$ cat config.mk
export PLATFORM = sky130hd
export DESIGN_NAME = adjacent_box_merger
export DESIGN_NICKNAME = d
export VERILOG_FILES = /design/src/rtl/abm_pkg.sv /design/src/rtl/adjacent_box_merger.sv /design/src/rtl/abm_dp.sv /design/src/rtl/abm_ctrl.sv
export VERILOG_INCLUDE_DIRS = /design/src /design/src/rtl
export SDC_FILE = /design/constraint.sdc
export NUM_CORES = 2
export LEC_CHECK = 0
export BUFFER_PORTS_ARGS = -buffer_cell sky130_fd_sc_hd__buf_2
export CORE_ASPECT_RATIO = 0.9
export CORE_UTILIZATION = 25
export CTS_BUF_LIST = sky130_fd_sc_hd__clkbuf_4 sky130_fd_sc_hd__clkbuf_8
export DETAILED_ROUTE_END_ITERATION = 12
export SLEW_MARGIN = 5
export SYNTH_ARGS = -nofsm -noshare
export SYNTH_HDL_FRONTEND = slang
export SYNTH_HIERARCHICAL = 1
export SYNTH_SLANG_ARGS = --single-unit
$ cat constraint.sdc
create_clock -name clk -period 8.6 [get_ports clk]
set_input_delay 0.86 -clock clk [delete_from_list [all_inputs] [get_ports clk]]
set_output_delay 0.86 -clock clk [all_outputs]
set_load 0.02 [all_outputs]
$ cat src/rtl/adjacent_box_merger_defines.svh
// Assertion macros for the RTL, used by abm_ctrl.
`ifndef ADJACENT_BOX_MERGER_DEFINES_SVH
`define ADJACENT_BOX_MERGER_DEFINES_SVH

// Checked only while out of reset.
`define ABM_ASSERT(lbl, prop, msg) \
	lbl: assert property (@(posedge clk) disable iff (!arst_n) prop) else $error(msg);

// Checked on every edge, reset included.
`define ABM_ASSERT_ALWAYS(lbl, prop, msg) \
	lbl: assert property (@(posedge clk) prop) else $error(msg);

`endif

$ cat src/rtl/abm_pkg.sv
`timescale 1ns / 1ps
package abm_pkg;

	localparam int MAX_BOXES = 32;
	localparam int IDX_W     = $clog2(MAX_BOXES);
	localparam int CNT_W     = $clog2(MAX_BOXES + 1);

	localparam int COORD_W   = 12;
	localparam int SCORE_W   = 8;
	localparam int MARGIN_W  = 8;
	localparam int REG_IDX_W = 1;

	localparam logic [COORD_W-1:0] SIZE_MAX = {COORD_W{1'b1}};

	localparam logic [MARGIN_W-1:0] MARGIN_X_RST = 8'd16;
	localparam logic [MARGIN_W-1:0] MARGIN_Y_RST = 8'd0;

	typedef enum logic [REG_IDX_W-1:0] {
		REG_MARGIN_X = 1'b0,
		REG_MARGIN_Y = 1'b1
	} reg_idx_t;

	typedef struct packed {
		logic [COORD_W-1:0] l;
		logic [COORD_W-1:0] t;
		logic [COORD_W-1:0] w;
		logic [COORD_W-1:0] h;
		logic [SCORE_W-1:0] s;
	} box_t;

	// store write source
	typedef enum logic [1:0] {
		WR_IN   = 2'd0,
		WR_A    = 2'd1,
		WR_MOVE = 2'd2
	} wr_sel_t;

	typedef struct packed {
		logic             rd_en;
		logic [IDX_W-1:0] rd_addr;
		logic             wr_en;
		logic [IDX_W-1:0] wr_addr;
		wr_sel_t          wr_sel;
		logic             load_a;
		logic             eval;
		logic             merge;
	} cmd_t;

	typedef struct packed {
		logic hit;
	} status_t;

endpackage

$ cat src/rtl/adjacent_box_merger.sv
`timescale 1ns / 1ps
// channel | direction | handshake            | payload
// in      | input     | in_valid / in_stall   | box_left box_top box_width box_height box_score final_box
// out     | output    | out_valid / out_stall | out_left out_top out_width out_height out_score end_of_set overflowed
// cfg     | input     | cfg_wr_en             | cfg_index cfg_data
//
// Load: one word per cycle into the box store; the word with final_box set starts the merge.
// Merge: each outer entry runs S_OUTER (read), S_A_WAIT (load A and window), S_INNER (write back);
//   inner tests S_INNER, S_B_WAIT, S_B_EVAL, S_MOVE on a move; in_stall is high until the last result is taken.
// Emit: per result a store read, then the output register held until out_stall is low.
// Reset (arst_n, async) empties the set and loads margin_x = 16, margin_y = 0.
module adjacent_box_merger (
	input  logic                               clk,
	input  logic                               arst_n,

	input  logic                               cfg_wr_en,
	input  logic [abm_pkg::REG_IDX_W-1:0]      cfg_index,
	input  logic [abm_pkg::MARGIN_W-1:0]       cfg_data,

	input  logic                               in_valid,
	output logic                               in_stall,
	input  logic [abm_pkg::COORD_W-1:0]        box_left,
	input  logic [abm_pkg::COORD_W-1:0]        box_top,
	input  logic [abm_pkg::COORD_W-1:0]        box_width,
	input  logic [abm_pkg::COORD_W-1:0]        box_height,
	input  logic [abm_pkg::SCORE_W-1:0]        box_score,
	input  logic                               final_box,

	output logic                               out_valid,
	input  logic                               out_stall,
	output logic [abm_pkg::COORD_W-1:0]        out_left,
	output logic [abm_pkg::COORD_W-1:0]        out_top,
	output logic [abm_pkg::COORD_W-1:0]        out_width,
	output logic [abm_pkg::COORD_W-1:0]        out_height,
	output logic [abm_pkg::SCORE_W-1:0]        out_score,
	output logic                               end_of_set,
	output logic                               overflowed
);

	abm_pkg::cmd_t    cmd;
	abm_pkg::status_t status;
	abm_pkg::box_t    rd_box;

	// sequencer: load, pairwise merge scan, emission
	abm_ctrl u_ctrl (
		.clk        (clk),
		.arst_n     (arst_n),
		.in_valid   (in_valid),
		.final_box  (final_box),
		.in_stall   (in_stall),
		.out_valid  (out_valid),
		.out_stall  (out_stall),
		.end_of_set (end_of_set),
		.overflowed (overflowed),
		.status     (status),
		.cmd        (cmd)
	);

	// box store, window, adjacency test and bounding-box merge
	abm_dp u_dp (
		.clk        (clk),
		.arst_n     (arst_n),
		.cfg_wr_en  (cfg_wr_en),
		.cfg_index  (cfg_index),
		.cfg_data   (cfg_data),
		.box_left   (box_left),
		.box_top    (box_top),
		.box_width  (box_width),
		.box_height (box_height),
		.box_score  (box_score),
		.cmd        (cmd),
		.status     (status),
		.rd_box     (rd_box)
	);

	// read register holds the emitted word while out_valid is high
	assign out_left   = rd_box.l;
	assign out_top    = rd_box.t;
	assign out_width  = rd_box.w;
	assign out_height = rd_box.h;
	assign out_score  = rd_box.s;

endmodule

$ cat src/rtl/abm_dp.sv
`timescale 1ns / 1ps
module abm_dp (
	input  logic                               clk,
	input  logic                               arst_n,
	input  logic                               cfg_wr_en,
	input  logic [abm_pkg::REG_IDX_W-1:0]      cfg_index,
	input  logic [abm_pkg::MARGIN_W-1:0]       cfg_data,
	input  logic [abm_pkg::COORD_W-1:0]        box_left,
	input  logic [abm_pkg::COORD_W-1:0]        box_top,
	input  logic [abm_pkg::COORD_W-1:0]        box_width,
	input  logic [abm_pkg::COORD_W-1:0]        box_height,
	input  logic [abm_pkg::SCORE_W-1:0]        box_score,
	input  abm_pkg::cmd_t                      cmd,
	output abm_pkg::status_t                   status,
	output abm_pkg::box_t                      rd_box
);

	localparam int CW = abm_pkg::COORD_W + 3;

	logic [abm_pkg::MARGIN_W-1:0] margin_x_q;
	logic [abm_pkg::MARGIN_W-1:0] margin_y_q;

	abm_pkg::box_t mem_q [abm_pkg::MAX_BOXES];
	abm_pkg::box_t rdata_q;
	abm_pkg::box_t a_q;
	abm_pkg::box_t wdata;
	abm_pkg::box_t merged;

	logic signed [CW-1:0] wx_lo_q, wx_hi_q, wy_lo_q, wy_hi_q;
	logic                 hit_q;
	logic                 hit_d;

	logic [abm_pkg::COORD_W:0] a_r, b_r, a_b, b_b, right, bottom, w_sum, h_sum;
	logic [abm_pkg::COORD_W-1:0] left, top;

	always_ff @(posedge clk or negedge arst_n) begin
		if (!arst_n) begin
			margin_x_q <= abm_pkg::MARGIN_X_RST;
			margin_y_q <= abm_pkg::MARGIN_Y_RST;
		end else if (cfg_wr_en) begin
			unique case (abm_pkg::reg_idx_t'(cfg_index))
				abm_pkg::REG_MARGIN_X: margin_x_q <= cfg_data;
				abm_pkg::REG_MARGIN_Y: margin_y_q <= cfg_data;
				default: ;
			endcase
		end
	end

	always_comb begin
		unique case (cmd.wr_sel)
			abm_pkg::WR_IN:   wdata = '{l: box_left, t: box_top, w: box_width,
				h: box_height, s: box_score};
			abm_pkg::WR_A:    wdata = a_q;
			abm_pkg::WR_MOVE: wdata = rdata_q;
			default:          wdata = rdata_q;
		endcase
	end

	// box store, one write and one registered read per cycle
	always_ff @(posedge clk) begin
		if (cmd.wr_en)
			mem_q[cmd.wr_addr] <= wdata;
		if (cmd.rd_en)
			rdata_q <= mem_q[cmd.rd_addr];
	end

	// adjacency test against the window frozen at the start of the inner scan
	always_comb begin
		hit_d = ($signed(CW'(rdata_q.l) + CW'(rdata_q.w)) >= wx_lo_q)
			&& ($signed(CW'(rdata_q.l)) <= wx_hi_q)
			&& ($signed(CW'(rdata_q.t) + CW'(rdata_q.h)) >= wy_lo_q)
			&& ($signed(CW'(rdata_q.t)) <= wy_hi_q);
	end

	// bounding box of A and B
	always_comb begin
		a_r    = {1'b0, a_q.l} + {1'b0, a_q.w};
		b_r    = {1'b0, rdata_q.l} + {1'b0, rdata_q.w};
		a_b    = {1'b0, a_q.t} + {1'b0, a_q.h};
		b_b    = {1'b0, rdata_q.t} + {1'b0, rdata_q.h};
		right  = (a_r > b_r) ? a_r : b_r;
		bottom = (a_b > b_b) ? a_b : b_b;
		left   = (a_q.l < rdata_q.l) ? a_q.l : rdata_q.l;
		top    = (a_q.t < rdata_q.t) ? a_q.t : rdata_q.t;
		w_sum  = right - {1'b0, left};
		h_sum  = bottom - {1'b0, top};
		merged.l = left;
		merged.t = top;
		merged.w = w_sum[abm_pkg::COORD_W] ? abm_pkg::SIZE_MAX : w_sum[abm_pkg::COORD_W-1:0];
		merged.h = h_sum[abm_pkg::COORD_W] ? abm_pkg::SIZE_MAX : h_sum[abm_pkg::COORD_W-1:0];
		merged.s = (a_q.s > rdata_q.s) ? a_q.s : rdata_q.s;
	end

	always_ff @(posedge clk) begin
		if (cmd.load_a) begin
			a_q     <= rdata_q;
			wx_lo_q <= $signed(CW'(rdata_q.l)) - $signed(CW'(margin_x_q));
			wx_hi_q <= $signed(CW'(rdata_q.l) + CW'(rdata_q.w) + CW'(margin_x_q));
			wy_lo_q <= $signed(CW'(rdata_q.t)) - $signed(CW'(margin_y_q));
			wy_hi_q <= $signed(CW'(rdata_q.t) + CW'(rdata_q.h) + CW'(margin_y_q));
		end else if (cmd.merge) begin
			a_q <= merged;
		end
		if (cmd.eval)
			hit_q <= hit_d;
	end

	assign status.hit = hit_q;
	assign rd_box     = rdata_q;

endmodule

$ cat src/rtl/abm_ctrl.sv
`timescale 1ns / 1ps
`include "adjacent_box_merger_defines.svh"
module abm_ctrl (
	input  logic             clk,
	input  logic             arst_n,
	input  logic             in_valid,
	input  logic             final_box,
	output logic             in_stall,
	output logic             out_valid,
	input  logic             out_stall,
	output logic             end_of_set,
	output logic             overflowed,
	input  abm_pkg::status_t status,
	output abm_pkg::cmd_t    cmd
);

	localparam int CNT_W = abm_pkg::CNT_W;
	localparam int IDX_W = abm_pkg::IDX_W;

	typedef enum logic [8:0] {
		S_LOAD     = 9'b000000001,
		S_OUTER    = 9'b000000010,
		S_A_WAIT   = 9'b000000100,
		S_INNER    = 9'b000001000,
		S_B_WAIT   = 9'b000010000,
		S_B_EVAL   = 9'b000100000,
		S_MOVE     = 9'b001000000,
		S_EMIT_RD  = 9'b010000000,
		S_EMIT_OUT = 9'b100000000
	} state_t;

	state_t state_q, state_d;
	logic [CNT_W-1:0] cnt_q, cnt_d, i_q, i_d, j_q, j_d, k_q, k_d;
	logic             restart_q, restart_d, drop_q, drop_d;
	logic [CNT_W-1:0] cnt_m1;
	logic             in_acc;

	assign cnt_m1     = cnt_q - 1'b1;
	assign in_stall   = (state_q != S_LOAD);
	assign in_acc     = in_valid && (state_q == S_LOAD);
	assign out_valid  = (state_q == S_EMIT_OUT);
	assign end_of_set = (k_q == cnt_m1);
	assign overflowed = drop_q;

	always_comb begin
		state_d   = state_q;
		cnt_d     = cnt_q;
		i_d       = i_q;
		j_d       = j_q;
		k_d       = k_q;
		restart_d = restart_q;
		drop_d    = drop_q;
		cmd       = '0;
		cmd.wr_sel = abm_pkg::WR_IN;

		unique case (state_q)
			S_LOAD: begin
				if (in_acc) begin
					if (cnt_q < CNT_W'(abm_pkg::MAX_BOXES)) begin
						cmd.wr_en   = 1'b1;
						cmd.wr_addr = cnt_q[IDX_W-1:0];
						cnt_d       = cnt_q + 1'b1;
					end else begin
						drop_d = 1'b1;
					end
					if (final_box) begin
						i_d     = '0;
						state_d = S_OUTER;
					end
				end
			end
			S_OUTER: begin
				if (i_q < cnt_q) begin
					cmd.rd_en   = 1'b1;
					cmd.rd_addr = i_q[IDX_W-1:0];
					state_d     = S_A_WAIT;
				end else begin
					k_d     = '0;
					state_d = S_EMIT_RD;
				end
			end
			S_A_WAIT: begin
				cmd.load_a = 1'b1;
				restart_d  = 1'b0;
				j_d        = i_q + 1'b1;
				state_d    = S_INNER;
			end
			S_INNER: begin
				if (j_q < cnt_q) begin
					cmd.rd_en   = 1'b1;
					cmd.rd_addr = j_q[IDX_W-1:0];
					state_d     = S_B_WAIT;
				end else begin
					// write A back, restart the outer scan after any merge
					cmd.wr_en   = 1'b1;
					cmd.wr_addr = i_q[IDX_W-1:0];
					cmd.wr_sel  = abm_pkg::WR_A;
					i_d         = restart_q ? '0 : i_q + 1'b1;
					state_d     = S_OUTER;
				end
			end
			S_B_WAIT: begin
				cmd.eval = 1'b1;
				state_d  = S_B_EVAL;
			end
			S_B_EVAL: begin
				if (status.hit) begin
					cmd.merge = 1'b1;
					cnt_d     = cnt_m1;
					restart_d = 1'b1;
					if (j_q != cnt_m1) begin
						cmd.rd_en   = 1'b1;
						cmd.rd_addr = cnt_m1[IDX_W-1:0];
						state_d     = S_MOVE;
					end else begin
						j_d     = j_q + 1'b1;
						state_d = S_INNER;
					end
				end else begin
					j_d     = j_q + 1'b1;
					state_d = S_INNER;
				end
			end
			S_MOVE: begin
				cmd.wr_en   = 1'b1;
				cmd.wr_addr = j_q[IDX_W-1:0];
				cmd.wr_sel  = abm_pkg::WR_MOVE;
				j_d         = j_q + 1'b1;
				state_d     = S_INNER;
			end
			S_EMIT_RD: begin
				cmd.rd_en   = 1'b1;
				cmd.rd_addr = k_q[IDX_W-1:0];
				state_d     = S_EMIT_OUT;
			end
			S_EMIT_OUT: begin
				if (!out_stall) begin
					if (end_of_set) begin
						cnt_d   = '0;
						drop_d  = 1'b0;
						state_d = S_LOAD;
					end else begin
						k_d     = k_q + 1'b1;
						state_d = S_EMIT_RD;
					end
				end
			end
			default: state_d = S_LOAD;
		endcase
	end

	always_ff @(posedge clk or negedge arst_n) begin
		if (!arst_n) begin
			state_q   <= S_LOAD;
			cnt_q     <= '0;
			i_q       <= '0;
			j_q       <= '0;
			k_q       <= '0;
			restart_q <= 1'b0;
			drop_q    <= 1'b0;
		end else begin
			state_q   <= state_d;
			cnt_q     <= cnt_d;
			i_q       <= i_d;
			j_q       <= j_d;
			k_q       <= k_d;
			restart_q <= restart_d;
			drop_q    <= drop_d;
		end
	end

	`ABM_ASSERT(a_cnt_cap, cnt_q <= CNT_W'(abm_pkg::MAX_BOXES), "box count above capacity")
	`ABM_ASSERT(a_inner_order, (state_q == S_INNER) |-> (j_q > i_q), "inner index not past outer")
	`ABM_ASSERT(a_merge_shrink, (state_q == S_B_EVAL && status.hit) |=> (cnt_q == $past(cnt_q) - 1'b1), "merge did not drop count")
	`ABM_ASSERT(a_emit_range, out_valid |-> (k_q < cnt_q), "emit index beyond live count")

endmodule

==> reports/results.tsv <==
metric	value	unit
status	complete, no violations	
drtIter0Drc	5247	
layout-drive-gt1-share	0.3091	
hold_end	u_dp/margin_x_q[7]	
initial_utilization	0.2520	
drc	0	
yosys_warnings	6	
dieArea	345900	sq um
area_growth	16.06	%
synth-xor-area-share	0.01243	
dp_cells	9029	
synth_cell_type_count	95	
pre_cts_ws	0.6158	ns
fin_crit	7.820	ns
nets	5173	
routed_wl	243800	um
synth_area_leaders	edfxtp_1, mux4_2, ha_1, dfrtp_1, mux2_2	
setup_violations	0	
synth-main-ff-cell	edfxtp_1	
vdd_drop_max	0.1518	mV
busiest_layer	met2	
fmax	127.9	MHz
grt_overflow	0	
grt_max_degree	139	
die_h	558.0	um
grt_use_met2	0.2170	
first_pass_iters	6	
htree_levels	5	
chipWidth	619.8	um
critPathArrivalTime	8.55	ns
skew	0.09734	ns
rrSetupSlack	0.78	ns
netlist_area	85880	sq um
cts_root_buffer	clkbuf_8	
finalNonFillerCells	9638	
cts_sinks	2010	
ant_nets	0	
r2r-start	u_dp/rd_box[9]	
synthAdderAreaFrac	0.03473	
synth_compound_area_frac	0.03673	
gp_congestion	0.8544	
hold_class	primary input to flop	
endpoint_kind	flop	
row_count	203	
relSlewSlack	0.09098	
required	9.33	ns
worstSkewPairLatency	1.07	ns
vias_per_cell	4.761	
synth_seq_cells	2010	
grt_pass1_wl	342700	um
synth_top_family_by_area	multiplexers	
critPathKind	flop to flop	
multi_input_area	24870	sq um
drv_cap	0	
start_kind	flop	
slowest_stage	or4b_2	
syn_avg_cell_area	19.32	sq um
ctsResizeCount	0	
grtUsageTotal	0.1384	
placedInstanceArea	93130	sq um
fin_util	0.2924	
finalPower	22.79	mW
clock_path_buffers	4	
regArea	60110	sq um
yosysMostFrequentCell	edfxtp_1	
yosysSeqAreaShare	0.6999	
slew_violations	0	
report.final.hold_viol_count	0	
vias	45890	
muxShareOfSynthArea	0.1714	
async_reset_ff_frac	0.02537	
synth_top_cell_by_area	edfxtp_1	
cpPeakStageDelay	0.67	ns
cts_buffers	348	
grt_setup_unrepaired	false	
cts_tree	done	
syn_nets	4747	
fin_area	99670	sq um
wl_per_cell	25.30	um
fill_cells	33280	
whs	0.1037	ns
worst_pin_slew	1.364	ns
fin_crit_sh	0.9092	
place_hpwl	140400	um
use_met3	0.03567	
setup_tns	0	ns
synthCells	4446	
cts.clk_slew.worst_paths	0.06	ns
antenna_found_initial	26	
grt_pass1_vias	46670	
synth_edf_count	1959	
synth.top_cell.area_share	0.6850	
boundaryPins	131	
cellLeakagePower	31.55	nW
ff2ff_path_depth	28	
timing.rr.end	u_dp/a_q[17]	
yosys.area_share.simple	0.02787	
core_area	340900	sq um
yosys-top-cells-count	edfxtp_1, mux4_2, ha_1, inv_1, nand2_1	
power-per-cell-area	228.7	nW/um^2
use_met1	0.1866	
cp_max_fo	12	
holdCritStartpoint	cfg_data[7]	
worst_slack	0.7805	ns
portBuffers	130	
min_path_cells	3	
[critical path: cells and delay by family (launching register included)]
family	cells	cell delay, ns
fa+ha+maj	3	0.99
simple gates	5	1.33
mux	1	0.36
flops	1	0.43
compound gates	16	3.84
buf+inv	3	0.55
[worst max-delay path by stage]
stage	startpoint	end	slack, ns	cells after the start
2_1_floorplan	u_dp/rd_box[33]	u_dp/a_q[12]	1.75	29
3_3_place_gp	u_dp/rd_box[9]	u_dp/a_q[9]	0.51	29
3_5_place_dp	u_dp/rd_box[9]	u_dp/a_q[9]	0.62	29
4_1_cts	u_dp/rd_box[9]	u_dp/a_q[17]	0.55	29
5_1_grt	u_dp/rd_box[9]	u_dp/a_q[17]	0.28	31
6_report	u_dp/rd_box[9]	u_dp/a_q[17]	0.78	28
[flip-flops by register name, summed over array words and instances, names as in the netlist]
name	flops
u_dp/wx_hi_q	14
u_dp/margin_y_q	8
u_dp/status	1
u_dp/wy_lo_q	13
u_dp/wy_hi_q	14
u_ctrl/overflowed	1
u_dp/wx_lo_q	13
u_ctrl/restart_q	1
u_dp/margin_x_q	8
u_dp/rd_box	56
u_ctrl/state_q	9
u_ctrl/cnt_q	6
u_ctrl/k_q	6
u_ctrl/i_q	6
u_dp/mem_q	1792
u_ctrl/j_q	6
u_dp/a_q	56
[logic make-up (layout without fill, tap and decap cells)]
family	Yosys count	count (layout)
other cells	0	16
fa+ha+maj	233	233
compound gates	455	455
mux	756	756
xor+xnor	121	121
simple gates	488	488
flops	2010	2010
buf+inv	383	1049
[report_power, final]
part	internal (mW)	total, mW	switching (mW)
clock network	4.44	8.27	3.83
registers	11.1	11.3	0.191
logic	1.27	3.21	1.94
[final cells by class]
cell class / count / share of cell area
tap: 4510 / 0.05662
inverter: 194 / 0.007306
clock buffer: 451 / 0.05619
sequential: 2010 / 0.6031
antenna: 16 / 0.0004017
clock inverter: 139 / 0.008172
multi-input combinational: 2053 / 0.2495
timing repair buffer: 265 / 0.01876
[layout by cell type, fill, tap and decap left out, types with 14 or more instances in the layout]
cell	instances
diode_2	16
nand2b_1	23
nor3_1	22
o21bai_1	16
o21ai_2	43
a21oi_1	85
clkinv_1	79
and3_1	14
clkinv_2	41
ha_1	220
o21ai_1	22
nand2_1	140
nor2_4	33
mux4_2	560
nand4_1	21
buf_2	130
edfxtp_1	1959
clkbuf_4	97
nor2_1	99
xor2_1	36
o21a_1	24
inv_1	190
mux2_2	106
nor2b_1	32
a21o_1	43
clkbuf_8	354
dfrtp_1	49
xnor2_1	84
buf_12	16
buf_4	117
mux2i_1	88
nand3_1	41
o21ai_0	66
[what timing repair did]
item,CTS,global route
endpoints found under the setup margin,0,10
hold endpoints to repair,45,0
buffers inserted,0,1
hold buffers,2,0
[metal layers]
metal | vias to the layer above | part of all wire | wire (um)
met1 | 24380 | 0.42 | 102200
met5 | - | 0.00023 | 56
met3 | 387 | 0.092 | 22340
met2 | 2004 | 0.46 | 112300
li1 | 19110 | - | -
met4 | 8 | 0.028 | 6933
Note: power is estimated with default switching activity, not from simulation.
